## src/design/phsa_pkg.sv

```systemverilog
// Shared types, constants and register codes for the pH sensor averaging block.
`timescale 1ns / 1ps

package phsa_pkg;

  localparam int PH_W       = 14;
  localparam int CODE_W     = 12;
  localparam int OFFSET_W   = 22;
  localparam int SLOPE_W    = 16;
  localparam int VOLT_W     = 9;
  localparam int DROP_W     = SLOPE_W + VOLT_W;
  localparam int LOWCNT_W   = 8;
  localparam int CFG_ADDR_W = 8;
  localparam int CFG_DATA_W = 22;

  localparam logic OP_SAMPLE = 1'b0;
  localparam logic OP_CHECK  = 1'b1;

  localparam logic [PH_W-1:0] PH_MAX = PH_W'(14336);

  localparam logic [OFFSET_W-1:0] OFFSET_RST = OFFSET_W'(1428553);
  localparam logic [SLOPE_W-1:0]  SLOPE_RST  = SLOPE_W'(6442);
  localparam logic [PH_W-1:0]     WARN_RST   = PH_W'(6656);
  localparam logic [PH_W-1:0]     OK_RST     = PH_W'(6963);

  localparam logic [LOWCNT_W-1:0] LOWCNT_MAX = '1;

  // Voltage units are 330*code/4095, taken as a reciprocal multiply.
  localparam int VOLT_SHIFT = 24;
  localparam int VOLT_RECIP_W = 21;
  localparam logic [VOLT_RECIP_W-1:0] VOLT_RECIP =
    VOLT_RECIP_W'((64'd330 * 64'd16777216 + 64'd4094) / 64'd4095);

  localparam int WINDOW_DEF = 20;

  typedef enum logic [CFG_ADDR_W-1:0] {
    REG_PH_OFFSET  = 8'd0,
    REG_PH_SLOPE   = 8'd1,
    REG_WARN_LEVEL = 8'd2,
    REG_OK_LEVEL   = 8'd3
  } cfg_reg_t;

  typedef struct packed {
    logic warn_user;
    logic notify_update;
    logic pump_request;
  } alarm_stat_t;

endpackage

```

## src/design/phsa_ifs.sv

```systemverilog
// Handshake channel interfaces for sample input, result output and configuration.
`timescale 1ns / 1ps

interface phsa_in_if
  import phsa_pkg::*;
();
  logic              valid;
  logic              ready;
  logic              opcode;
  logic [CODE_W-1:0] adc_sample;

  modport source (output valid, output opcode, output adc_sample, input ready);
  modport sink (input valid, input opcode, input adc_sample, output ready);
endinterface

interface phsa_out_if
  import phsa_pkg::*;
();
  logic            valid;
  logic            ready;
  logic [PH_W-1:0] ph_average;
  logic            average_valid;
  logic [PH_W-1:0] latest_ph;
  logic            warn_user;
  logic            notify_update;
  logic            pump_request;

  modport source (output valid, output ph_average, output average_valid, output latest_ph,
                  output warn_user, output notify_update, output pump_request, input ready);
  modport sink (input valid, input ph_average, input average_valid, input latest_ph,
                input warn_user, input notify_update, input pump_request, output ready);
endinterface

interface phsa_cfg_if
  import phsa_pkg::*;
();
  logic                  valid;
  logic                  ready;
  logic [CFG_ADDR_W-1:0] addr;
  logic [CFG_DATA_W-1:0] data;

  modport source (output valid, output addr, output data, input ready);
  modport sink (input valid, input addr, input data, output ready);
endinterface

```

## src/design/phsa_cell.sv

```systemverilog
// One window cell: holds a pH sample and passes it to the next cell on a shift.
`timescale 1ns / 1ps

module phsa_cell
  import phsa_pkg::*;
(
  input  logic            clk,
  input  logic            rst_n,
  input  logic            shift_en,
  input  logic [PH_W-1:0] d_in,
  output logic [PH_W-1:0] q_out
);

  logic [PH_W-1:0] val_r;

  always_ff @(posedge clk) begin
    if (!rst_n) begin
      val_r <= '0;
    end else if (shift_en) begin
      val_r <= d_in;
    end
  end

  assign q_out = val_r;

endmodule

```

## src/design/phsa_window.sv

```systemverilog
// Sample window as a row of cells with a running sum and a fill counter.
`timescale 1ns / 1ps

module phsa_window
  import phsa_pkg::*;
#(
  parameter int WINDOW = WINDOW_DEF,
  parameter int SUM_W  = $clog2(WINDOW * 14336 + 1)
) (
  input  logic             clk,
  input  logic             rst_n,
  input  logic             shift_en,
  input  logic [PH_W-1:0]  ph_in,
  output logic [SUM_W-1:0] sum,
  output logic             full
);

  localparam int CNT_W = $clog2(WINDOW + 1);

  logic [PH_W-1:0]  tap [WINDOW+1];
  logic [SUM_W-1:0] sum_r, sum_nxt;
  logic [CNT_W-1:0] fill_r, fill_nxt;

  assign tap[0] = ph_in;

  for (genvar g = 0; g < WINDOW; g++) begin : g_cell
    phsa_cell u_cell (
      .clk      (clk),
      .rst_n    (rst_n),
      .shift_en (shift_en),
      .d_in     (tap[g]),
      .q_out    (tap[g+1])
    );
  end

  always_comb begin
    sum_nxt  = sum_r;
    fill_nxt = fill_r;
    if (shift_en) begin
      sum_nxt = sum_r - SUM_W'(tap[WINDOW]) + SUM_W'(ph_in);
      if (fill_r != CNT_W'(WINDOW)) begin
        fill_nxt = fill_r + 1'b1;
      end
    end
  end

  always_ff @(posedge clk) begin
    if (!rst_n) begin
      sum_r  <= '0;
      fill_r <= '0;
    end else begin
      sum_r  <= sum_nxt;
      fill_r <= fill_nxt;
    end
  end

  assign sum  = sum_r;
  assign full = (fill_r == CNT_W'(WINDOW));

endmodule

```

## src/design/phsa_alarm.sv

```systemverilog
// Low-pH alarm with a run counter, warning pulses and a hysteretic pump request.
`timescale 1ns / 1ps

module phsa_alarm
  import phsa_pkg::*;
(
  input  logic            clk,
  input  logic            rst_n,
  input  logic            check_en,
  input  logic [PH_W-1:0] ph,
  input  logic [PH_W-1:0] warn_level,
  input  logic [PH_W-1:0] ok_level,
  output alarm_stat_t     stat
);

  logic [PH_W-1:0]     prev_r;
  logic [LOWCNT_W-1:0] low_cnt_r, low_cnt_nxt;
  logic                pump_r, pump_nxt;
  logic                first_r;
  logic                warn_r, warn_nxt;
  logic                notify_r, notify_nxt;
  logic                low, old_low;

  always_comb begin
    low         = ph < warn_level;
    old_low     = prev_r < warn_level;
    low_cnt_nxt = low_cnt_r;
    pump_nxt    = pump_r;
    warn_nxt    = 1'b0;
    notify_nxt  = 1'b0;
    if ((first_r && low) || (!old_low && low)) begin
      low_cnt_nxt = LOWCNT_W'(1);
    end
    if (old_low && low) begin
      if (low_cnt_nxt != LOWCNT_MAX) begin
        low_cnt_nxt = low_cnt_nxt + 1'b1;
      end
      if (low_cnt_nxt == LOWCNT_W'(2)) begin
        warn_nxt = 1'b1;
      end
      if (low_cnt_nxt == LOWCNT_W'(3)) begin
        warn_nxt = 1'b1;
        if (!pump_r) begin
          pump_nxt   = 1'b1;
          notify_nxt = 1'b1;
        end
      end
    end
    if (ph > ok_level && pump_nxt) begin
      pump_nxt   = 1'b0;
      notify_nxt = 1'b1;
    end
  end

  always_ff @(posedge clk) begin
    if (!rst_n) begin
      prev_r    <= '0;
      low_cnt_r <= '0;
      pump_r    <= 1'b0;
      first_r   <= 1'b1;
      warn_r    <= 1'b0;
      notify_r  <= 1'b0;
    end else if (check_en) begin
      prev_r    <= ph;
      low_cnt_r <= low_cnt_nxt;
      pump_r    <= pump_nxt;
      first_r   <= 1'b0;
      warn_r    <= warn_nxt;
      notify_r  <= notify_nxt;
    end
  end

  assign stat.warn_user     = warn_r;
  assign stat.notify_update = notify_r;
  assign stat.pump_request  = pump_r;

endmodule

```

## src/design/ph_sensor_average_and_alarm.sv

```systemverilog
// Top level of the pH sensor averaging and low-pH alarm block.
//
// The input channel carries an opcode and a 12-bit converter code. Opcode 0
// is a sample: the code becomes a Q10 pH value that enters a WINDOW-deep row
// of cells with a running sum, and the window average is published once the
// row has filled. Opcode 1 is an alarm check on the published average.
// Every input transfer yields exactly one transfer on the result channel.
// Configuration writes arrive on their own channel, which is always ready,
// and must only be issued while the block is idle.
// One item is processed at a time. From its transfer until its result is
// loaded into the output register, a sample passes through voltage multiply,
// slope multiply, window shift, reciprocal multiply for the average, publish
// and load, in that order. A check passes through the alarm update and load.
// The input is ready again in the cycle after the result is loaded, even if
// the receiver has not yet taken it; a stalled receiver holds the next result
// in its final step until the output register frees up. Reset clears the
// window cells, the sum, the alarm state and the output valid flag.
`timescale 1ns / 1ps

module ph_sensor_average_and_alarm
  import phsa_pkg::*;
#(
  parameter int WINDOW = WINDOW_DEF
) (
  input  logic       clk,
  input  logic       rst_n,
  phsa_in_if.sink    in_ch,
  phsa_out_if.source out_ch,
  phsa_cfg_if.sink   cfg_ch
);

  localparam int SUM_W    = $clog2(WINDOW * 14336 + 1);
  localparam int AVG_K    = SUM_W + $clog2(WINDOW);
  localparam int RECIP_W  = SUM_W + 2;
  localparam int AVG_P_W  = SUM_W + RECIP_W;
  localparam longint AVG_RECIP_L = ((longint'(1) << AVG_K) + WINDOW - 1) / WINDOW;
  localparam logic [RECIP_W-1:0] AVG_RECIP = RECIP_W'(AVG_RECIP_L);
  localparam int VOLT_P_W = CODE_W + VOLT_RECIP_W;

  typedef enum logic [7:0] {
    ST_IDLE = 8'b0000_0001,
    ST_VOLT = 8'b0000_0010,
    ST_DROP = 8'b0000_0100,
    ST_WIN  = 8'b0000_1000,
    ST_AVG  = 8'b0001_0000,
    ST_PUB  = 8'b0010_0000,
    ST_CHK  = 8'b0100_0000,
    ST_DONE = 8'b1000_0000
  } state_t;

  state_t state_r, state_nxt;

  logic [OFFSET_W-1:0] offset_r;
  logic [SLOPE_W-1:0]  slope_r;
  logic [PH_W-1:0]     warn_lvl_r;
  logic [PH_W-1:0]     ok_lvl_r;

  logic                is_check_r;
  logic [CODE_W-1:0]   code_r;
  logic [VOLT_W-1:0]   volts_r;
  logic [DROP_W-1:0]   drop_r;
  logic [AVG_P_W-1:0]  avg_prod_r;
  logic [PH_W-1:0]     published_r;
  logic [PH_W-1:0]     last_ph_r;

  logic                out_valid_r;
  logic [PH_W-1:0]     out_avg_r;
  logic                out_avg_valid_r;
  logic [PH_W-1:0]     out_latest_r;
  logic                out_warn_r;
  logic                out_notify_r;
  logic                out_pump_r;

  logic [VOLT_P_W-1:0] volt_prod;
  logic [OFFSET_W-1:0] ph_diff;
  logic [15:0]         ph_q;
  logic [PH_W-1:0]     ph_new;
  logic [SUM_W-1:0]    win_sum;
  logic                win_full;
  logic                in_xfer;
  logic                out_free;
  alarm_stat_t         alarm_stat;

  assign in_ch.ready  = (state_r == ST_IDLE);
  assign cfg_ch.ready = 1'b1;
  assign in_xfer      = in_ch.valid && in_ch.ready;
  assign out_free     = !out_valid_r || out_ch.ready;

  assign volt_prod = code_r * VOLT_RECIP;

  always_comb begin
    ph_diff = offset_r - drop_r[OFFSET_W-1:0];
    ph_q    = ph_diff[OFFSET_W-1:6];
    if (drop_r >= DROP_W'(offset_r)) begin
      ph_new = '0;
    end else if (ph_q > 16'(PH_MAX)) begin
      ph_new = PH_MAX;
    end else begin
      ph_new = ph_q[PH_W-1:0];
    end
  end

  always_comb begin
    state_nxt = state_r;
    case (state_r)
      ST_IDLE: begin
        if (in_xfer) begin
          state_nxt = (in_ch.opcode == OP_CHECK) ? ST_CHK : ST_VOLT;
        end
      end
      ST_VOLT: state_nxt = ST_DROP;
      ST_DROP: state_nxt = ST_WIN;
      ST_WIN:  state_nxt = ST_AVG;
      ST_AVG:  state_nxt = ST_PUB;
      ST_PUB:  state_nxt = ST_DONE;
      ST_CHK:  state_nxt = ST_DONE;
      ST_DONE: begin
        if (out_free) begin
          state_nxt = ST_IDLE;
        end
      end
      default: state_nxt = ST_IDLE;
    endcase
  end

  phsa_window #(
    .WINDOW (WINDOW),
    .SUM_W  (SUM_W)
  ) u_window (
    .clk      (clk),
    .rst_n    (rst_n),
    .shift_en (state_r == ST_WIN),
    .ph_in    (ph_new),
    .sum      (win_sum),
    .full     (win_full)
  );

  phsa_alarm u_alarm (
    .clk        (clk),
    .rst_n      (rst_n),
    .check_en   (state_r == ST_CHK),
    .ph         (published_r),
    .warn_level (warn_lvl_r),
    .ok_level   (ok_lvl_r),
    .stat       (alarm_stat)
  );

  always_ff @(posedge clk) begin
    if (!rst_n) begin
      state_r     <= ST_IDLE;
      offset_r    <= OFFSET_RST;
      slope_r     <= SLOPE_RST;
      warn_lvl_r  <= WARN_RST;
      ok_lvl_r    <= OK_RST;
      published_r <= '0;
      last_ph_r   <= '0;
      out_valid_r <= 1'b0;
    end else begin
      state_r <= state_nxt;
      if (cfg_ch.valid && cfg_ch.ready) begin
        case (cfg_ch.addr)
          REG_PH_OFFSET:  offset_r   <= cfg_ch.data[OFFSET_W-1:0];
          REG_PH_SLOPE:   slope_r    <= cfg_ch.data[SLOPE_W-1:0];
          REG_WARN_LEVEL: warn_lvl_r <= cfg_ch.data[PH_W-1:0];
          REG_OK_LEVEL:   ok_lvl_r   <= cfg_ch.data[PH_W-1:0];
          default: ;
        endcase
      end
      if (state_r == ST_WIN) begin
        last_ph_r <= ph_new;
      end
      if (state_r == ST_PUB && win_full) begin
        published_r <= avg_prod_r[AVG_K +: PH_W];
      end
      if (state_r == ST_DONE && out_free) begin
        out_valid_r <= 1'b1;
      end else if (out_ch.ready) begin
        out_valid_r <= 1'b0;
      end
    end
  end

  always_ff @(posedge clk) begin
    if (in_xfer) begin
      is_check_r <= (in_ch.opcode == OP_CHECK);
      code_r     <= in_ch.adc_sample;
    end
    volts_r    <= volt_prod[VOLT_SHIFT +: VOLT_W];
    drop_r     <= slope_r * volts_r;
    avg_prod_r <= win_sum * AVG_RECIP;
    if (state_r == ST_DONE && out_free) begin
      out_avg_r       <= published_r;
      out_avg_valid_r <= win_full;
      out_latest_r    <= last_ph_r;
      out_warn_r      <= is_check_r && alarm_stat.warn_user;
      out_notify_r    <= is_check_r && alarm_stat.notify_update;
      out_pump_r      <= alarm_stat.pump_request;
    end
  end

  assign out_ch.valid         = out_valid_r;
  assign out_ch.ph_average    = out_avg_r;
  assign out_ch.average_valid = out_avg_valid_r;
  assign out_ch.latest_ph     = out_latest_r;
  assign out_ch.warn_user     = out_warn_r;
  assign out_ch.notify_update = out_notify_r;
  assign out_ch.pump_request  = out_pump_r;

endmodule

```

## src/flat_wrapper.sv

```systemverilog
// flat-port wrapper written by rule: the top's interface ports become plain ports
module ph_sensor_average_and_alarm_flat import phsa_pkg::*;
#(
  parameter int WINDOW = WINDOW_DEF
)
  (clk, rst_n, in_ch_valid, in_ch_opcode, in_ch_adc_sample, in_ch_ready, out_ch_valid, out_ch_ph_average, out_ch_average_valid, out_ch_latest_ph, out_ch_warn_user, out_ch_notify_update, out_ch_pump_request, out_ch_ready, cfg_ch_valid, cfg_ch_addr, cfg_ch_data, cfg_ch_ready);
  phsa_in_if in_ch_i ();
  phsa_out_if out_ch_i ();
  phsa_cfg_if cfg_ch_i ();
  input  logic clk;
  input  logic rst_n;
  input wire logic [$bits(in_ch_i.valid)-1:0] in_ch_valid;
  input wire logic [$bits(in_ch_i.opcode)-1:0] in_ch_opcode;
  input wire logic [$bits(in_ch_i.adc_sample)-1:0] in_ch_adc_sample;
  output wire logic [$bits(in_ch_i.ready)-1:0] in_ch_ready;
  output wire logic [$bits(out_ch_i.valid)-1:0] out_ch_valid;
  output wire logic [$bits(out_ch_i.ph_average)-1:0] out_ch_ph_average;
  output wire logic [$bits(out_ch_i.average_valid)-1:0] out_ch_average_valid;
  output wire logic [$bits(out_ch_i.latest_ph)-1:0] out_ch_latest_ph;
  output wire logic [$bits(out_ch_i.warn_user)-1:0] out_ch_warn_user;
  output wire logic [$bits(out_ch_i.notify_update)-1:0] out_ch_notify_update;
  output wire logic [$bits(out_ch_i.pump_request)-1:0] out_ch_pump_request;
  input wire logic [$bits(out_ch_i.ready)-1:0] out_ch_ready;
  input wire logic [$bits(cfg_ch_i.valid)-1:0] cfg_ch_valid;
  input wire logic [$bits(cfg_ch_i.addr)-1:0] cfg_ch_addr;
  input wire logic [$bits(cfg_ch_i.data)-1:0] cfg_ch_data;
  output wire logic [$bits(cfg_ch_i.ready)-1:0] cfg_ch_ready;
  assign in_ch_i.valid = in_ch_valid;
  assign in_ch_i.opcode = in_ch_opcode;
  assign in_ch_i.adc_sample = in_ch_adc_sample;
  assign in_ch_ready = in_ch_i.ready;
  assign out_ch_valid = out_ch_i.valid;
  assign out_ch_ph_average = out_ch_i.ph_average;
  assign out_ch_average_valid = out_ch_i.average_valid;
  assign out_ch_latest_ph = out_ch_i.latest_ph;
  assign out_ch_warn_user = out_ch_i.warn_user;
  assign out_ch_notify_update = out_ch_i.notify_update;
  assign out_ch_pump_request = out_ch_i.pump_request;
  assign out_ch_i.ready = out_ch_ready;
  assign cfg_ch_i.valid = cfg_ch_valid;
  assign cfg_ch_i.addr = cfg_ch_addr;
  assign cfg_ch_i.data = cfg_ch_data;
  assign cfg_ch_ready = cfg_ch_i.ready;
  ph_sensor_average_and_alarm #(.WINDOW(WINDOW)) u_core (.clk(clk), .rst_n(rst_n), .in_ch(in_ch_i), .out_ch(out_ch_i), .cfg_ch(cfg_ch_i));
endmodule
```

## config.mk

```make
export PLATFORM = sky130hd
export DESIGN_NAME = ph_sensor_average_and_alarm_flat
export DESIGN_NICKNAME = d
export VERILOG_FILES = /design/src/design/phsa_pkg.sv /design/src/design/phsa_ifs.sv /design/src/design/phsa_cell.sv /design/src/design/phsa_window.sv /design/src/design/phsa_alarm.sv /design/src/design/ph_sensor_average_and_alarm.sv /design/src/flat_wrapper.sv
export SDC_FILE = /design/constraint.sdc
export NUM_CORES = 2
export LEC_CHECK = 0
export BUFFER_PORTS_ARGS = -buffer_cell sky130_fd_sc_hd__buf_2
export CORE_MARGIN = 2
export CORE_UTILIZATION = 25
export CTS_BUF_LIST = sky130_fd_sc_hd__clkbuf_4
export CTS_CLUSTER_DIAMETER = 40
export DETAILED_ROUTE_END_ITERATION = 8
export PLACE_DENSITY = 0.47
export SYNTH_ARGS = -nofsm -noshare
export SYNTH_HDL_FRONTEND = slang
export SYNTH_HIERARCHICAL = 1
export SYNTH_SLANG_ARGS = --single-unit
export TNS_END_PERCENT = 10
```

## constraint.sdc

```tcl
create_clock -name clk -period 6.4 [get_ports clk]
set_input_delay 0 -clock clk [delete_from_list [all_inputs] [get_ports clk]]
set_output_delay 0 -clock clk [all_outputs]
set_load 0.02 [all_outputs]
```

==> impl_results.md <==
* Status: complete, no violations
* Synth async-reset ratio at 0
* Top-count cell post-synth: inv_1
* Critical path arrival at a little under 7 ns
* VDD IR max at 322 uV
* Mean post-synth cell area at 9.89 um2
* Peak per-stage delay on the critical path at 0.56 ns
* Routed len/inst at between 10 and 15 um
* Final setup vio count at 0
* Clk Tree Root Cell: clkbuf_4
* GPL Wtd Cong at 0.815
* Clock net sink count at approximately 530
* Share of the yosys chip area belonging to registers at 0.307
* FF+latch count, synth at 526
* Final nets at approximately 4600
* CTS tree: yes
* Die area at 0.146 mm2
* H-tree depth at 4
* Pre-CTS setup slack at between 0.3 and 0.4 ns
* Largest cells by area after synthesis: dfxtp_1 (27%), fa_1 (14%), ha_1 (13%), mux2i_1 (8.9%), inv_1 (6.0%)
* Final hold vios at 0
* Antenna violations before repair at 7
* Synth unique cells at 95
* CP cell instances: ha_1 > inv_1 > fa_1 > inv_1 > fa_1 > inv_1 > fa_1 > fa_1 > inv_1 > fa_1 > inv_1 > ha_1 > a21oi_1 > o221ai_1 > a21oi_1 > o21ai_0 > a211oi_1 > a211oi_2 > buf_4 > o21ai_0 > nand2_1 > a211oi_1 > nor2_1
* Net Sw Power at 6.97 mW
* DP Wirelength at 62.1 mm
* CP Max Fanout at 5
* Worst-case clock buffer depth at 3
* Synthesis Warnings at 6
* Grt total ovfl at 0
* Worst EP required at 7.30 ns
* Clk pwr share at 0.206
* Post-synth top flop: dfxtp_1
* DR vias at ~24000
* Hold Crit Start: cfg_ch_addr[1]
* Iteration-0 DRC Markers at between 900 and 1000
* Type of the tightest min-delay check: input port to flip-flop
* Max_slew headroom at 0.218
* Number of remaining DRC errors at 0
* ANT nets after route at 0
* Post-Synthesis Cells at 3617
* Critical path's slowest cell: fa_1
* Number of global-route vias before repair at 24900
* Final cell count without fillers at slightly below 6000
* Hold WS at 0.218 ns
* Hold Path Depth at 5
* Combinational share of power at 0.563
* Rows at 138
* Reg clk slew, reported paths at 0.06 ns
* Postcts setup bufs at 0
* Hold Crit Endpoint: u_core/slope_r[12]
* Commonest cells in the netlist: inv_1 (572), dfxtp_1 (481), ha_1 (380), nor2b_1 (320), mux2i_1 (319)
* Internal at 9.20 mW
* EDFF count, synth at 45
* Number of vias per cell at 4.16
* Crit path kind: flip-flop to flip-flop
* Num CTS Buffers at between 150 and 200
* Reg2Reg Depth at 23
* Switching part of the total at 0.431
* Syn nets at between 4000 and 5000
* Reg-to-reg slack, setup at around 0.36 ns
* Cell Pwr Density at 394 mW/mm2
* Critical Path End Type: flip-flop
* Tcrit/Tclk final at 0.943
* Max Transition Viols Final at 0
* Largest net degree at the start of global routing at 153
* TNS Setup at 0 ns
* Mapped cell area at 0.0358 mm2
* DR pass1 iterations at 5
* Area grow syn2layout at 14.6%
* Pwr Total at roughly 16 mW
* Worst flop-to-flop path startpoint: u_core/u_window/sum[9]
* Max Cap Viol at 0
* Share of layout cells above drive strength 1 at 0.103
* Final min period at 6.04 ns
* Flop pwr share at 0.230
* Maximum clock rate at 166 MHz
* Dpl cells at ~5500
* Die height at about 380 um
* Worst r2r dst: u_core/avg_prod_r[34]
* Clock skew at 0.119 ns
* Crit path launch type: flip-flop
* Worst-margin pin slew at 1.17 ns
* Top-area cell type share of the netlist area at 0.269
* Initial Utilization at 0.252
* RSZ-0062 raised after global routing: false
* Final WS setup at 0.362 ns
* GRT Util Overall at 0.116
* Worst-skew pair later-pin latency at roughly 1.1 ns
* Leading area contributor after synthesis: dfxtp_1
* Final WL at 83.7 mm
* Port bufs at 81
* First-pass GRT wire length at 135 mm
* Core Area at 0.142 mm2
* Io pins at 83
* Die Wd at 382 um
* Static Leak at 17.8 nW
* # fillers at 15100
-- logic make-up (layout without fill, tap and decap cells) --
| family | count (synthesis) | count (layout) | synth area share |
|---|---|---|---|
| DFF | 526 | 526 | 0.307 |
| AOI/OAI and AO/OA | 385 | 385 | 0.0744 |
| xor gates and xnor gates | 71 | 71 | 0.0174 |
| muxes | 321 | 321 | 0.0900 |
| adders and majority gates | 636 | 636 | 0.276 |
| buffers and inverters | 709 | 1078 | 0.0889 |
| other | 1 | 11 | 0.000105 |
| and+or+nand+nor | 968 | 968 | 0.146 |
-- critical path, delay by kind of cell (launching register included) --
family,cells,cell delay [ns]
adders and majority gates,7,3.20
DFF,1,0.37
buffers and inverters,6,0.44
and+or+nand+nor,2,0.16
AOI/OAI and AO/OA,8,1.67
-- registers in the layout (all words and copies together) (netlist names), 12 cells and up --
register	count
u_core/out_ch.latest_ph	14
u_core/last_ph_r	14
u_core/slope_r	16
u_core/code_r	12
u_core/published_r	14
u_core/ok_lvl_r	14
u_core/u_window/sum	19
u_core/u_alarm/prev_r	14
u_core/drop_r	25
u_core/u_window/g_cell.u_cell/q_out	280
u_core/out_ch.ph_average	14
u_core/avg_prod_r	14
u_core/warn_lvl_r	14
u_core/offset_r	22
-- cell usage in the layout, fill, tap and decap left out, types with 45 or more instances in the layout --
master	synthesis	layout
nand3_1	48	48
clkbuf_4	0	230
dfxtp_1	481	481
dlygate4sd3_1	0	114
edfxtp_1	45	45
nor2_1	91	91
xnor2_1	46	46
buf_2	4	80
nor2b_1	320	319
inv_1	572	571
mux2i_1	319	319
nand2_1	256	256
fa_1	256	256
and2_1	104	104
ha_1	380	380
a21oi_1	93	93
-- layout make-up --
cell class,count,area (um2),area share
antenna,10,25.0,0.000610
clock buffer,230,1730,0.0421
clock inverter,52,328,0.00799
inverter,573,2160,0.0526
multi-input combinational,2382,21600,0.527
sequential,526,11000,0.268
tap,1890,2360,0.0577
timing repair buffer,223,1790,0.0437
-- metrics by stage --
stage / area, um2 / util
after floorplan: 35800 / -
after global placement: 37800 / 0.266
after detailed placement: 37800 / 0.266
after CTS: 41000 / 0.289
after global routing: 41000 / 0.289
final: 41000 / 0.289
-- metal layers --
metal / global-route usage / share of wire / up-vias
met5: 0 / 0.00016 / -
met4: 0.0387 / 0.022 / 2
met3: 0.0260 / 0.041 / 116
met2: 0.187 / 0.45 / 366
met1: 0.153 / 0.48 / 11600
li1: - / - / 12400
-- how the worst max path moves through the flow --
| stage | startpoint | end | slack, ns | cells past startpoint |
|---|---|---|---|---|
| floorplan | u_core/u_window/sum[8] | u_core/avg_prod_r[37] | 0.68 | 23 |
| global placement | u_core/u_window/sum[8] | u_core/avg_prod_r[37] | 0.36 | 23 |
| detailed placement | u_core/offset_r[5] | u_core/u_window/sum[18] | 0.38 | 22 |
| CTS | u_core/u_window/sum[9] | u_core/avg_prod_r[37] | 0.29 | 22 |
| global route | u_core/u_window/sum[9] | u_core/avg_prod_r[34] | 0.02 | 23 |
| finish | u_core/u_window/sum[9] | u_core/avg_prod_r[34] | 0.36 | 23 |
-- repair_timing --
item,CTS,global route
hold buffers,115,0
setup endpoints to repair,0,3
hold endpoints to repair,376,0
resized for setup,0,2
-- power by group through the flow --
stage	Combinational, mW	Sequential (mW)	Clock (mW)
after detailed placement	9.13	3.80	0
after global routing	10.6	3.75	3.71
final	9.11	3.72	3.33
after CTS	9.26	3.73	3.54
after global placement	9.11	3.80	0
after floorplan	7.25	3.67	0
No activity file was read; power rests on OpenSTA's default activity.
